$ cat config.mk
export PLATFORM = sky130hd
export DESIGN_NAME = json_string_field_extractor_unit_flat
export DESIGN_NICKNAME = d
export VERILOG_FILES = /design/src/rtl/jsfe_pkg.sv /design/src/rtl/jsfe_if.sv /design/src/rtl/jsfe_parse.sv /design/src/rtl/jsfe_res_buf.sv /design/src/rtl/json_string_field_extractor_unit.sv /design/src/flat_wrapper.sv
export SDC_FILE = /design/constraint.sdc
export NUM_CORES = 1
export LEC_CHECK = 0
export BUFFER_PORTS_ARGS = -buffer_cell sky130_fd_sc_hd__buf_2
export CORE_UTILIZATION = 30
export CTS_BUF_LIST = sky130_fd_sc_hd__clkbuf_8
export CTS_CLUSTER_SIZE = 14
export DETAILED_ROUTE_END_ITERATION = 12
export SETUP_SLACK_MARGIN = 0.05
export SLEW_MARGIN = 0
export SYNTH_ARGS = -nofsm -noshare
export SYNTH_HDL_FRONTEND = slang
export SYNTH_HIERARCHICAL = 1
export SYNTH_SLANG_ARGS = --single-unit
export TNS_END_PERCENT = 20
$ cat constraint.sdc
create_clock -name clk -period 7.69 [get_ports clk]
set_clock_uncertainty 0.2 [all_clocks]
set_input_delay 1.538 -clock clk [delete_from_list [all_inputs] [get_ports clk]]
set_output_delay 1.538 -clock clk [all_outputs]
set_load 0.02 [all_outputs]
$ cat src/rtl/jsfe_pkg.sv
`timescale 1ns / 1ps
// Shared types and constants for the JSON string field extractor.
// No dependencies; imported by every module of the block.
package jsfe_pkg;

  localparam int KEY_LEN = 16;
  localparam int ARR_LEN = 4;
  localparam int MAX_RES = 3;

  typedef enum logic [2:0] {
    PH_SEARCH = 3'd0,
    PH_COLON  = 3'd1,
    PH_SPACE  = 3'd2,
    PH_STRING = 3'd3,
    PH_DONE   = 3'd4,
    PH_BAD    = 3'd5
  } phase_t;

  typedef enum logic [2:0] {
    ST_OK        = 3'd0,
    ST_NOTFOUND  = 3'd1,
    ST_MALFORMED = 3'd2,
    ST_UNTERM    = 3'd3,
    ST_EMPTY     = 3'd4
  } status_t;

  typedef logic [4:0] match_t;
  typedef logic [1:0] rcount_t;

  localparam logic [7:0] CH_QUOTE  = 8'h22;
  localparam logic [7:0] CH_BSLASH = 8'h5C;
  localparam logic [7:0] CH_COLON  = 8'h3A;
  localparam logic [7:0] CH_LBRACK = 8'h5B;
  localparam logic [7:0] CH_N      = 8'h6E;
  localparam logic [7:0] CH_R      = 8'h72;
  localparam logic [7:0] CH_T      = 8'h74;
  localparam logic [7:0] CH_LF     = 8'h0A;
  localparam logic [7:0] CH_CR     = 8'h0D;
  localparam logic [7:0] CH_TAB    = 8'h09;
  localparam logic [7:0] CH_SPACE  = 8'h20;

  // "translatedText" including both quotes
  localparam logic [7:0] KEY_PAT [KEY_LEN] = '{
    8'h22, 8'h74, 8'h72, 8'h61, 8'h6E, 8'h73, 8'h6C, 8'h61,
    8'h74, 8'h65, 8'h64, 8'h54, 8'h65, 8'h78, 8'h74, 8'h22
  };

  typedef struct packed {
    logic       item_kind;
    logic [7:0] out_byte;
    status_t    status;
    logic       run_last;
  } result_t;

  typedef struct packed {
    rcount_t                   count;
    result_t [MAX_RES-1:0]     item;
  } res_group_t;

endpackage

$ cat src/rtl/jsfe_if.sv
`timescale 1ns / 1ps
// Channel interfaces: body bytes in, result items out, mode register write.
// No dependencies.
interface jsfe_body_if;
  logic       valid;
  logic       ready;
  logic [7:0] in_byte;
  logic       end_of_body;
  modport source (output valid, in_byte, end_of_body, input ready);
  modport sink (input valid, in_byte, end_of_body, output ready);
endinterface

interface jsfe_result_if;
  logic       valid;
  logic       ready;
  logic       item_kind;
  logic [7:0] out_byte;
  logic [2:0] status;
  logic       run_last;
  modport source (output valid, item_kind, out_byte, status, run_last, input ready);
  modport sink (input valid, item_kind, out_byte, status, run_last, output ready);
endinterface

interface jsfe_cfg_if;
  logic valid;
  logic ready;
  logic format_mode;
  modport source (output valid, format_mode, input ready);
  modport sink (input valid, format_mode, output ready);
endinterface

$ cat src/rtl/jsfe_parse.sv
`timescale 1ns / 1ps
// Parse state and per-byte step logic: marker search, colon/quote checks,
// unescaping and end status. Depends on jsfe_pkg.
module jsfe_parse (
  input  logic                  clk,
  input  logic                  rst,
  input  logic                  step,
  input  logic                  format_mode,
  input  logic [7:0]            in_byte,
  input  logic                  end_of_body,
  output jsfe_pkg::res_group_t  res
);
  import jsfe_pkg::*;

  phase_t phase, phase_next;
  match_t match_length, match_length_next;
  logic   pending_backslash, pending_backslash_next;
  logic   content_seen, content_seen_next;

  logic       is_space;
  logic       e_bs, e_byte;
  logic [7:0] byte_val;
  status_t    end_st;
  logic [3:0] kj;
  logic [1:0] aj;
  rcount_t    k;

  assign is_space = (in_byte == CH_SPACE) || (in_byte >= CH_TAB && in_byte <= CH_CR);

  always_comb begin
    phase_next             = phase;
    match_length_next      = match_length;
    pending_backslash_next = pending_backslash;
    content_seen_next      = content_seen;
    e_bs     = 1'b0;
    e_byte   = 1'b0;
    byte_val = in_byte;
    kj = (match_length >= match_t'(KEY_LEN)) ? 4'd0 : match_length[3:0];
    aj = (match_length >= match_t'(ARR_LEN)) ? 2'd0 : match_length[1:0];

    case (phase)
      PH_SEARCH: begin
        if (format_mode) begin
          // [[[" : every fallback ends on a '[' compare
          if (aj == 2'd3) begin
            if (in_byte == CH_QUOTE) begin
              phase_next        = PH_STRING;
              match_length_next = '0;
            end else if (in_byte == CH_LBRACK) begin
              match_length_next = match_t'(3);
            end else begin
              match_length_next = '0;
            end
          end else if (in_byte == CH_LBRACK) begin
            match_length_next = match_t'(aj) + 5'd1;
          end else begin
            match_length_next = '0;
          end
        end else begin
          // key fallback always lands on the opening quote
          if (in_byte == KEY_PAT[kj]) begin
            if (kj == 4'(KEY_LEN - 1)) begin
              phase_next        = PH_COLON;
              match_length_next = '0;
            end else begin
              match_length_next = match_t'(kj) + 5'd1;
            end
          end else if (in_byte == KEY_PAT[0]) begin
            match_length_next = match_t'(1);
          end else begin
            match_length_next = '0;
          end
        end
      end
      PH_COLON: begin
        if (in_byte == CH_COLON) phase_next = PH_SPACE;
      end
      PH_SPACE: begin
        if (in_byte == CH_QUOTE) phase_next = PH_STRING;
        else if (!is_space) phase_next = PH_BAD;
      end
      PH_STRING: begin
        if (pending_backslash) begin
          pending_backslash_next = 1'b0;
          content_seen_next      = 1'b1;
          e_byte                 = 1'b1;
          if (in_byte == CH_QUOTE) byte_val = CH_QUOTE;
          else if (in_byte == CH_BSLASH) byte_val = CH_BSLASH;
          else if (in_byte == CH_N) byte_val = CH_LF;
          else if (in_byte == CH_R) byte_val = CH_CR;
          else if (in_byte == CH_T) byte_val = CH_TAB;
          else e_bs = 1'b1;
        end else if (in_byte == CH_BSLASH) begin
          pending_backslash_next = 1'b1;
        end else if (in_byte == CH_QUOTE) begin
          phase_next = PH_DONE;
        end else begin
          e_byte            = 1'b1;
          content_seen_next = 1'b1;
        end
      end
      default: begin
      end
    endcase

    case (phase_next)
      PH_SEARCH: end_st = ST_NOTFOUND;
      PH_STRING: end_st = ST_UNTERM;
      PH_DONE:   end_st = content_seen_next ? ST_OK : ST_EMPTY;
      default:   end_st = ST_MALFORMED;
    endcase

    res.item = '0;
    k        = '0;
    if (e_bs) begin
      res.item[k].out_byte = CH_BSLASH;
      k = k + 2'd1;
    end
    if (e_byte) begin
      res.item[k].out_byte = byte_val;
      k = k + 2'd1;
    end
    if (end_of_body) begin
      res.item[k].item_kind = 1'b1;
      res.item[k].status    = end_st;
      k = k + 2'd1;
    end
    if (k != 2'd0) res.item[k - 2'd1].run_last = 1'b1;
    res.count = k;

    if (end_of_body) begin
      phase_next             = PH_SEARCH;
      match_length_next      = '0;
      pending_backslash_next = 1'b0;
      content_seen_next      = 1'b0;
    end
  end

  always_ff @(posedge clk) begin
    if (rst) begin
      phase             <= PH_SEARCH;
      match_length      <= '0;
      pending_backslash <= 1'b0;
      content_seen      <= 1'b0;
    end else if (step) begin
      phase             <= phase_next;
      match_length      <= match_length_next;
      pending_backslash <= pending_backslash_next;
      content_seen      <= content_seen_next;
    end
  end

endmodule

$ cat src/rtl/jsfe_res_buf.sv
`timescale 1ns / 1ps
// Result register: holds up to three result items of one byte and hands
// them out one per transaction. Depends on jsfe_pkg and jsfe_result_if.
module jsfe_res_buf (
  input  logic                  clk,
  input  logic                  rst,
  input  logic                  load,
  input  jsfe_pkg::res_group_t  res,
  output logic                  can_load,
  jsfe_result_if.source         result
);
  import jsfe_pkg::*;

  result_t slot [MAX_RES];
  rcount_t count;
  rcount_t rd;
  logic    pop;
  result_t head;

  assign pop      = (count != 2'd0) && result.ready;
  assign can_load = (count == 2'd0) || ((count == 2'd1) && result.ready);
  assign head     = slot[rd];

  assign result.valid     = (count != 2'd0);
  assign result.item_kind = head.item_kind;
  assign result.out_byte  = head.out_byte;
  assign result.status    = head.status;
  assign result.run_last  = head.run_last;

  always_ff @(posedge clk) begin
    if (rst) begin
      count <= '0;
      rd    <= '0;
    end else if (load) begin
      count <= res.count;
      rd    <= '0;
    end else if (pop) begin
      count <= count - 2'd1;
      rd    <= rd + 2'd1;
    end
  end

  always_ff @(posedge clk) begin
    if (load) begin
      for (int i = 0; i < MAX_RES; i++) slot[i] <= res.item[i];
    end
  end

endmodule

$ cat src/rtl/json_string_field_extractor_unit.sv
`timescale 1ns / 1ps
// Top level of the JSON string field extractor: input register, mode
// register, parse step and result buffer. Depends on jsfe_pkg, jsfe_if.sv, jsfe_parse and jsfe_res_buf.
//
// channel  dir  fields                                   transfer
// body     in   in_byte[7:0], end_of_body                valid & ready
// result   out  item_kind, out_byte[7:0], status[2:0],   valid & ready
//               run_last
// cfg      in   format_mode                              valid & ready
//
// A body byte is registered, parsed when the result buffer can load, and
// its results land in the buffer. One byte per cycle while each byte yields
// at most one result and result.ready is high; a byte with more results
// holds the next one until the single output port takes the last of them.
// Stalls on result.ready back up through the buffer into body.ready.
// rst (synchronous) clears parse state, buffer and format_mode to keyed.
module json_string_field_extractor_unit (
  input  logic          clk,
  input  logic          rst,
  jsfe_body_if.sink     body,
  jsfe_result_if.source result,
  jsfe_cfg_if.sink      cfg
);
  import jsfe_pkg::*;

  logic       format_mode;
  logic       held;
  logic [7:0] held_byte;
  logic       held_eob;
  logic       step;
  logic       can_load;
  res_group_t res;

  assign cfg.ready  = 1'b1;
  assign step       = held && can_load;
  assign body.ready = !held || step;

  always_ff @(posedge clk) begin
    if (rst) begin
      format_mode <= 1'b0;
    end else if (cfg.valid) begin
      format_mode <= cfg.format_mode;
    end
  end

  always_ff @(posedge clk) begin
    if (rst) begin
      held <= 1'b0;
    end else if (body.valid && body.ready) begin
      held <= 1'b1;
    end else if (step) begin
      held <= 1'b0;
    end
  end

  always_ff @(posedge clk) begin
    if (body.valid && body.ready) begin
      held_byte <= body.in_byte;
      held_eob  <= body.end_of_body;
    end
  end

  jsfe_parse u_parse (
    .clk         (clk),
    .rst         (rst),
    .step        (step),
    .format_mode (format_mode),
    .in_byte     (held_byte),
    .end_of_body (held_eob),
    .res         (res)
  );

  jsfe_res_buf u_res_buf (
    .clk      (clk),
    .rst      (rst),
    .load     (step),
    .res      (res),
    .can_load (can_load),
    .result   (result)
  );

endmodule
$ cat src/flat_wrapper.sv
// flat-port wrapper written by rule: the top's interface ports become plain ports
module json_string_field_extractor_unit_flat import jsfe_pkg::*;
  (clk, rst, body_valid, body_in_byte, body_end_of_body, body_ready, result_valid, result_item_kind, result_out_byte, result_status, result_run_last, result_ready, cfg_valid, cfg_format_mode, cfg_ready);
  jsfe_body_if body_i ();
  jsfe_result_if result_i ();
  jsfe_cfg_if cfg_i ();
  input  logic clk;
  input  logic rst;
  input wire logic [$bits(body_i.valid)-1:0] body_valid;
  input wire logic [$bits(body_i.in_byte)-1:0] body_in_byte;
  input wire logic [$bits(body_i.end_of_body)-1:0] body_end_of_body;
  output wire logic [$bits(body_i.ready)-1:0] body_ready;
  output wire logic [$bits(result_i.valid)-1:0] result_valid;
  output wire logic [$bits(result_i.item_kind)-1:0] result_item_kind;
  output wire logic [$bits(result_i.out_byte)-1:0] result_out_byte;
  output wire logic [$bits(result_i.status)-1:0] result_status;
  output wire logic [$bits(result_i.run_last)-1:0] result_run_last;
  input wire logic [$bits(result_i.ready)-1:0] result_ready;
  input wire logic [$bits(cfg_i.valid)-1:0] cfg_valid;
  input wire logic [$bits(cfg_i.format_mode)-1:0] cfg_format_mode;
  output wire logic [$bits(cfg_i.ready)-1:0] cfg_ready;
  assign body_i.valid = body_valid;
  assign body_i.in_byte = body_in_byte;
  assign body_i.end_of_body = body_end_of_body;
  assign body_ready = body_i.ready;
  assign result_valid = result_i.valid;
  assign result_item_kind = result_i.item_kind;
  assign result_out_byte = result_i.out_byte;
  assign result_status = result_i.status;
  assign result_run_last = result_i.run_last;
  assign result_i.ready = result_ready;
  assign cfg_i.valid = cfg_valid;
  assign cfg_i.format_mode = cfg_format_mode;
  assign cfg_ready = cfg_i.ready;
  json_string_field_extractor_unit u_core (.clk(clk), .rst(rst), .body(body_i), .result(result_i), .cfg(cfg_i));
endmodule
Word-level counts from Yosys, hierarchy flattened --
Memory sizes are Yosys's and may differ from the RTL's. A register that Yosys moved wholly into a read port is not among the register bits. Index checks and enable logic that the tools add are counted.
Cells by class: add/sub/neg operators 7, magnitude comparators 11, equality and inequality tests 17, multiplexer cells 83, bitwise operators 1, reductions and logical operators 24
Operator list (count):
- 39-bit bitwise mux | 4
- 39-bit 2-to-1 mux | 3
- 13-bit demux with 2-bit select | 4
- 8-bit 2-to-1 mux | 9
- 3-bit 2-to-1 mux | 14
- 8-bit by 7-bit equality test with 1-bit output (second input constant) | 5
- 5-bit 2-to-1 mux | 6
- 1-bit 2-to-1 mux | 27
- 8-bit by 6-bit equality test with 1-bit output (second input constant) | 3
- 2-bit 2-to-1 mux | 9
- 13-bit 2-to-1 mux | 1
- 12-bit 2-to-1 mux | 1
- 3-bit one-hot mux with 4 select lines | 1
- 2-bit nonzero test | 6
- 5-bit greater-or-equal comparator (second input constant) | 2
- 3-bit by 2-bit equality test with 1-bit output (second input constant) | 3
- 2-bit by 3-bit less-than comparator with 1-bit output (second input constant) | 3
- 3-bit one-hot mux with 3 select lines | 1
- 8-bit equality test | 1
- 8-bit by 4-bit greater-or-equal comparator with 1-bit output (second input constant) | 1
- 8-bit by 4-bit <= comparator with 1-bit output (second input constant) | 1
- 1-bit logical AND | 8
- 4-bit 2-to-1 mux | 2
- 7-bit 2-to-1 mux | 1
- 18 further kinds | 27
Storage, ports and cells: bits in registers 25, memory bits (writable) 39, bits in read-only memories 128, output and inout port bits 16, memories kept 2
Memory list:
- (name not given) | depth 16, bits a word 8, read ports 1, clocked after Yosys merged registers in 0, write ports 0, line jsfe_parse.sv:61 | if (in_byte == KEY_PAT[kj]) begin
- u_core.u_res_buf.slot | depth 3, bits a word 13, read ports 1, clocked after Yosys merged registers in 1, write ports 3, line jsfe_res_buf.sv:14 | result_t slot [MAX_RES];

Longest topological paths before layout --
Gate-level depths: netlist (run 1).
word-level depth 20, gate-level depth with buffers 13, mapped depth without buffers 12

Hierarchy --
The synthesis (run 1) kept the hierarchy.
By module, submodules not included:
- jsfe_parse | instances 1, cells an instance 261, area each 1742.9 um2, seq. area each 180.2 um2
- jsfe_res_buf | instances 1, cells an instance 112, area each 1721.7 um2, seq. area each 1291.2 um2
- json_string_field_extractor_unit | instances 1, cells an instance 20, area each 377.9 um2, seq. area each 310.3 um2

Worst setup path before layout (run 1) --
No wires, ideal clock.
path type input-to-output, start point input result_ready, end point output body_ready, arrival time 1.806 ns, data required time 5.952 ns, path slack 4.146 ns, stages 3, cell sequence nand2_1 nand2_1 nand2b_4
Between the ends: cells in the longest elaborated chain, start to end 4
RTL lines:
- start, declared | line flat_wrapper.sv:18 | input wire logic [$bits(result_i.ready)-1:0] result_ready;
- 1-bit logical AND | line jsfe_res_buf.sv:21 | assign can_load = (count == 2'd0) || ((count == 2'd1) && result.ready);
- 1-bit logical OR | line jsfe_res_buf.sv:21
- net u_core.can_load | line json_string_field_extractor_unit.sv:31 | logic can_load;
- 1-bit logical AND | line json_string_field_extractor_unit.sv:35 | assign step = held && can_load;
- 1-bit logical OR | line json_string_field_extractor_unit.sv:36 | assign body.ready = !held || step;
- end, declared | line flat_wrapper.sv:12 | output wire logic [$bits(body_i.ready)-1:0] body_ready;
The timed path passes the listed nets, and every way through them passes these cells.

Final worst setup path (run 1) --
Ends and elaborated chain as after synthesis.

==> impl_metrics.csv, run 1 <==
group,metric,value,unit
grt,grt_max_degree,55,
finish,syn_to_final_growth,9.67,%
routing,drt_pass1_iterations,4,
worst_setup_path,cp.required,5950,ps
grt,grt_pass1_wl,12200,um
worst_setup_path,arrival,2070,ps
sta,slew_headroom,0.425,
finish,layout-drive-gt1-share,0.144,
min_path,hold_path_depth,2,
clock_tree,insertion_delay,330,ps
sta,worst_slew_pin_slew,856,ps
grt,antenna_found_initial,0,
sta,layout_setup_ws,3880,ps
synth,yosys_warnings,6,
clock_tree,postCtsSetupBuffers,0,
die,fp.coreArea,12300,um2
die,die_area,13300,um2
finish,finalNonFillerCells,578,
clock_tree,cts_hold_buffers,0,
worst_setup_path,cp-start-kind,"input pin",
sta,max_freq,0.262,GHz
power,peakVddDrop,0.000112,V
die,initial_core_util,0.313,
grt,grt_pass1_vias,2599,
worst_setup_path,reg2reg_depth,11,
grt,grtUsageTotal,0.118,
placement,preCtsSetupSlack,3870,ps
power,powerDensity,202,nW/um2
synth,synth_cell_types,62,
sta,fin_crit,3810,ps
die,rows,40,
clock_tree,cts_made_buffers,9,
finish,fin_nets,434,
finish,antenna_cells,0,
placement,hpwl,5300,um
routing,num_vias,2838,
min_path,hp-class,"reg2reg",
routing,routed_wl,7410,um
worst_setup_path,critical_path_class,"in2out",
synth,ys_ff_latch,65,
synth,yosysSeqAreaShare,0.464,
synth,syn_area,3840,um2
synth,avgSynthCellArea,9.78,um2
status,status,"completed",
routing,wl_per_cell,12.8,um
routing,ant_nets,0,
placement,place_congestion,0.805,
routing,drt-vias-per-instance,4.91,
clock_tree,clock_path_buffers,2,
sta,whs,300,ps
clock_tree,cts_sinks,65,
clock_tree,htreeDepth,3,
flow_run,drv_cap,0,
grt,overflow,0,
sta,timing.final.crit_share,0.496,
synth,synth_edf_count,48,
sta,tns,0,ps
power,p_leak,1.55,nW
clock_tree,ctsResizeCount,0,
sta,slew_viol_final,0,
worst_setup_path,path_max_fanout,3,
synth,async_reset_ff_frac,0,
worst_setup_path,endpoint_kind,"output port",
die,die_w,115,um
sta,setup_viol,0,
die,io_pins,31,
routing,drtIter0Drc,293,
routing,drcViolationCount,0,
clock_tree,root_buffer,"clkbuf_8",
sta,hold_viol_final,0,
die,die_h,115,um
placement,io_buffers,29,
placement,placed_cells,563,
sta,rsz0062_at_grt,"no",
synth,ys.flop_type,"edfxtp_1",
synth,netlist_instances,393,
clock_tree,path_clk_slew,70,ps
clock_tree,cts_tree,"done",
power breakdown:
part | internal [mW] | leakage, nW | total (mW) | switching [mW]
registers | 0.412 | 0.599 | 0.441 | 0.0289
clock network | 0.146 | 0.0925 | 0.271 | 0.125
logic | 0.0549 | 0.857 | 0.141 | 0.0862
total | 0.613 | 1.55 | 0.853 | 0.240
layout make-up:
class | instances | area [um2]
clock buffers | 9 | 124
clock inverters | 6 | 60.1
fillers | 1261 | 8050
inverters | 17 | 63.8
multi-input cells | 283 | 1820
flip-flops and latches | 65 | 1780
well taps | 168 | 210
repair buffers | 30 | 153
registers in the layout, indices dropped and copies added (netlist names), named ones only:
register / flops
u_core/held: 1
u_core/u_parse/phase: 3
u_core/u_res_buf/rd: 2
u_core/u_parse/pending_backslash: 1
u_core/u_parse/match_length: 4
u_core/format_mode: 1
u_core/held_byte: 8
u_core/u_res_buf/count: 2
u_core/held_eob: 1
u_core/u_res_buf/slot: 39
u_core/u_parse/content_seen: 1
layout by cell type, fill, tap and decap left out, drive strengths merged, types with 2 or more instances in the layout:
cell type and count:
a211oi 6, a21o 4, a21oi 27, a31oi 2, a32oi 2, and2 6, and3 9, buf 30
clkbuf 9, clkinv 4, conb 9, dfxtp 17, edfxtp 48, ha 13, inv 17, mux2i 18
nand2 38, nand2b 4, nand3 15, nand3b 2, nand4 7, nor2 28, nor2b 9, nor3 18
nor3b 3, nor4 3, nor4bb 2, o21ai 22, o31ai 2, or3 5, xnor2 6, xor2 4
final timing paths:
| kind | start | end | slack, ps |
|---|---|---|---|
| worst max-delay path | result_ready | body_ready | 3880 |
| worst min-delay path | u_core/held | u_core/held | 300 |
| worst max register to register | u_core/u_parse/phase[1] | u_core/u_res_buf/count[0] | 4200 |
| worst min register to register | u_core/held | u_core/held | 300 |
synth_stat cells (4+ instances only):
| library cell | instances | share of area |
|---|---|---|
| a21o_1 | 4 | 0.0078 |
| a21oi_1 | 25 | 0.033 |
| and2_1 | 4 | 0.0065 |
| and3_1 | 9 | 0.015 |
| buf_1 | 5 | 0.0049 |
| buf_2 | 8 | 0.010 |
| buf_4 | 12 | 0.023 |
| clkbuf_1 | 8 | 0.0078 |
| dfxtp_1 | 17 | 0.089 |
| edfxtp_1 | 48 | 0.38 |
| ha_1 | 13 | 0.042 |
| inv_1 | 17 | 0.017 |
| mux2i_1 | 18 | 0.047 |
| nand2_1 | 38 | 0.037 |
| nand3_1 | 15 | 0.020 |
| nand4_1 | 7 | 0.011 |
| nor2_1 | 28 | 0.027 |
| nor2b_1 | 8 | 0.013 |
| nor3_1 | 18 | 0.023 |
| o21ai_0 | 17 | 0.022 |
| o21ai_1 | 5 | 0.0065 |
| or3_1 | 5 | 0.0081 |
| xnor2_1 | 6 | 0.014 |
| xor2_1 | 4 | 0.0091 |
logic make-up after synthesis:
| logic type | after synthesis | synth area share |
|---|---|---|
| flops | 65 | 0.464 |
| mux | 20 | 0.0557 |
| fa+ha+maj | 13 | 0.0423 |
| buf+inv | 52 | 0.0690 |
| other cells | 2 | 0.00195 |
| simple gates | 155 | 0.218 |
| compound gates | 76 | 0.127 |
| xor+xnor | 10 | 0.0228 |
through the flow:
stage / cell area [um2] / power [mW] / util
floorplan: 3870 / 0.556 / -
global placement: 4030 / 0.587 / 0.329
detailed placement: 4030 / 0.591 / 0.329
CTS: 4210 / 0.867 / 0.344
global route: 4210 / 0.897 / 0.344
finish: 4210 / 0.853 / 0.344
metal layers:
metal  share of wire  routed length [um]  track usage
met1            0.49                3660        0.159
met2            0.44                3260        0.180
met3           0.051                 381       0.0295
met4           0.015                 110       0.0511
met5               0                   0            0
worst max-delay path, stage by stage:
cell and delay, ps:
buf_2 110, nand2_1 60, nand2_1 60, nand2b_4 150, buf_2 160
No activity file was read; power rests on OpenSTA's default activity.
==> run 2: changes to the inputs <==
ABC_AREA = 1   (was default)
clock period = 3.2 ns   (was 7.69 ns; I/O delays follow)
==> run 2 against run 1 <==
Via count rose by 6.4%. Sequential share of layout area shrank 1.3 points. Synthesized area up 1.3%. Die area increased by 1.3%. Sequential power up 150%. Final cell count is 15% higher. Synthesized cell count up 17%. Clock-buffer cell count did not move. Critical path type is now reg2reg.
==> impl_metrics.csv, run 2 <==
group,metric,value,unit
worst_setup_path,crit_top_cell,"nand2_1",
finish,final_area,4350,um2
routing,ant_nets,0,
die,die_h,116,um
die,die_area,13400,um2
worst_setup_path,path_depth,17,
routing,wl_per_cell,12.5,um
power,powerDensity,537,nW/um2
sta,slew_viol_final,0,
grt,use_met1,0.172,
synth,synth_compound_area_frac,0.133,
finish,largest_reg_flops,39,
placement,placed_cells,651,
sta,fin_crit,2800,ps
grt,grt_pass1_wl,13900,um
die,initial_core_util,0.309,
min_path,hp-class,"in2reg",
placement,preCtsSetupSlack,403,ps
worst_setup_path,crit_start,"u_core/u_parse/phase[0]",
finish,regMostFlops,"u_core/u_res_buf/slot",
routing,routed_wl,8330,um
synth,synthSimpleGateAreaFrac,0.259,
worst_setup_path,path_max_fanout,14,
synth,yosysSeqAreaShare,0.458,
worst_setup_path,critical_path_class,"reg2reg",
clock_tree,cts_tree,"done",
worst_setup_path,cp.required,3300,ps
synth,netlist_instances,460,
clock_tree,htreeDepth,3,
placement,io_buffers,29,
synth,ys.flop_type,"edfxtp_1",
synth,synth_area_leaders,"edfxtp_1 (37%), dfxtp_1 (8.7%), nand2_1 (8.1%)",
synth,synth_top_family_by_area,"simple AND/OR/NAND/NOR gates",
routing,drcViolationCount,0,
grt,grt_pass1_vias,2946,
finish,layout-drive-gt1-share,0.240,
grt,grt.busiest_layer,"met2",
worst_setup_path,slowest_delay,410,ps
clock_tree,insertion_delay,350,ps
power,p_leak,1.90,nW
sta,hold_viol_final,0,
worst_setup_path,r2r-end,"u_core/u_res_buf/count[0]",
synth,yosys-top-cells-count,"nand2_1 (84), inv_1 (50), edfxtp_1 (48), nor2_1 (45), a21oi_1 (42)",
grt,grtUsageTotal,0.135,
worst_setup_path,cp-endpoint,"u_core/u_res_buf/count[0]",
sta,layout_setup_ws,401,ps
clock_tree,cts_made_buffers,9,
die,rows,41,
sta,slew_headroom,0.629,
die,io_pins,31,
finish,largestRegisters,"u_core/u_res_buf/slot (39), u_core/held_byte (8), u_core/u_parse/match_length (4)",
grt,use_met2,0.221,
sta,tns,0,ps
routing,drt-vias-per-instance,4.53,
synth,synthMuxAreaShare,0,
synth,yosysMostFrequentCell,"nand2_1",
placement,hpwl,6280,um
worst_setup_path,rrSetupSlack,400,ps
clock_tree,clock_path_buffers,2,
grt,overflow,0,
finish,fin_nets,518,
sta,worst_slew_pin_slew,557,ps
synth,synth_top_area_share,0.370,
worst_setup_path,arrival,2890,ps
die,fp.coreArea,12600,um2
grt,antenna_found_initial,0,
clock_tree,path_clk_slew,80,ps
synth,yosys_warnings,6,
synth,async_reset_ff_frac,0,
clock_tree,cts_sinks,65,
flow_run,drv_cap,0,
finish,syn_to_final_growth,11.8,%
finish,finalNonFillerCells,667,
status,status,"completed",
sta,max_freq,0.357,GHz
die,die_w,116,um
synth,ys_ff_latch,65,
worst_setup_path,cp_num_buf_inv,5,
clock_tree,root_buffer,"clkbuf_8",
finish,layout_commonest_cell,"nand2_1",
synth,avgSynthCellArea,8.46,um2
clock_tree,cts_hold_buffers,0,
worst_setup_path,endpoint_kind,"flip-flop",
finish,most-common-layout-cells,"nand2_1 (84), inv_1 (50), edfxtp_1 (48)",
synth,synth_top_area_cell,"edfxtp_1",
worst_setup_path,crit_chain,"inv_2, nor3_4, inv_2, nor2_8, inv_2, nor2_8, nand2_2, ha_1, nand2_1, inv_1, nor2_1, inv_1, nand2_1, nand2_1, nand2_1, nand2_1, nor2_1",
synth,synthAdderAreaFrac,0.0418,
finish,antenna_cells,0,
sta,setup_viol,0,
synth,syn_area,3890,um2
power,peakVddDrop,0.000243,V
worst_setup_path,worstReg2RegStart,"u_core/u_parse/phase[0]",
grt,grt_max_degree,47,
worst_setup_path,cp_slowest_cell,"dfxtp_1",
routing,drtIter0Drc,160,
worst_setup_path,reg2reg_depth,17,
routing,drt_pass1_iterations,4,
worst_setup_path,cp_top_family,"simple AND/OR/NAND/NOR gates",
sta,timing.final.crit_share,0.875,
worst_setup_path,cp-start-kind,"flip-flop",
placement,placed_cell_area,4150,um2
sta,rsz0062_at_grt,"no",
finish,fillers,1361,
synth,synth_cell_types,39,
grt,met3_usage,0.0397,
power,power,2.34,mW
routing,num_vias,3020,
placement,place_congestion,0.860,
synth,synth_xor_area_frac,0,
synth,synth_edf_count,48,
[run 2: cell count changes after synthesis, sizes merged, moves of 8 or more]
cell   change
and3       -9
a21oi     +28
nand2     +56
inv       +51
nor2b      -9
nand3     +14
mux2i     -18
nor2      +34
o21ai      -8
buf        -8
[run 2: through the flow]
step | hold slack [ps] | util
2_1_floorplan | 256 | -
3_3_place_gp | 277 | 0.329
3_5_place_dp | 286 | 0.329
4_1_cts | 243 | 0.344
5_1_grt | 240 | 0.345
6_report | 267 | 0.345
[run 2: how the worst min path moves through the flow]
| stage | start | end | slack (ps) | cells after the start |
|---|---|---|---|---|
| after floorplan | u_core/u_res_buf/count[1] | u_core/u_res_buf/count[1] | 260 | 2 |
| after global placement | u_core/held | u_core/held | 280 | 2 |
| after detailed placement | u_core/held | u_core/held | 290 | 2 |
| after CTS | body_in_byte[6] | u_core/held_byte[6] | 240 | 1 |
| after global routing | body_in_byte[6] | u_core/held_byte[6] | 240 | 1 |
| final | body_in_byte[2] | u_core/held_byte[2] | 270 | 1 |
[run 2: power by group]
part	switching, mW	leakage (nW)	internal [mW]
Combinational	0.371	1.21	0.175
Clock	0.336	0.0970	0.358
Sequential	0.0758	0.596	1.02
Total	0.783	1.90	1.55
[run 2: area by class of cell]
cell class,count,area (um2),share of cell area
tap,172,215,0.0494
clock buffer,9,124,0.0285
sequential,65,1780,0.409
multi-input combinational,312,1730,0.397
timing repair buffer,33,175,0.0402
clock inverter,7,68.8,0.0158
inverter,69,260,0.0598
[run 2: logic make-up (layout without fill, tap and decap cells)]
| family | after synthesis | count (layout) |
|---|---|---|
| adder cells (fa/ha/maj) | 13 | 13 |
| buffers and inverters | 90 | 118 |
| AO/OA/AOI/OAI | 83 | 83 |
| flip-flops | 65 | 65 |
| other | 2 | 9 |
| AND/OR/NAND/NOR | 207 | 207 |
[run 2: what timing repair did]
| item | in CTS | in global routing |
|---|---|---|
| gates resized for setup | 0 | 1 |
| hold endpoints to repair | 0 | 0 |
| buffers inserted | 0 | 0 |
| setup endpoints to repair | 0 | 1 |
[run 2: routing by layer]
metal | vias up | part of all wire | routed length (um)
li1 | 1575 | - | -
met5 | - | 0 | 0
met4 | 0 | 0.0064 | 53
met1 | 1375 | 0.46 | 3860
met3 | 6 | 0.055 | 460
met2 | 64 | 0.47 | 3960
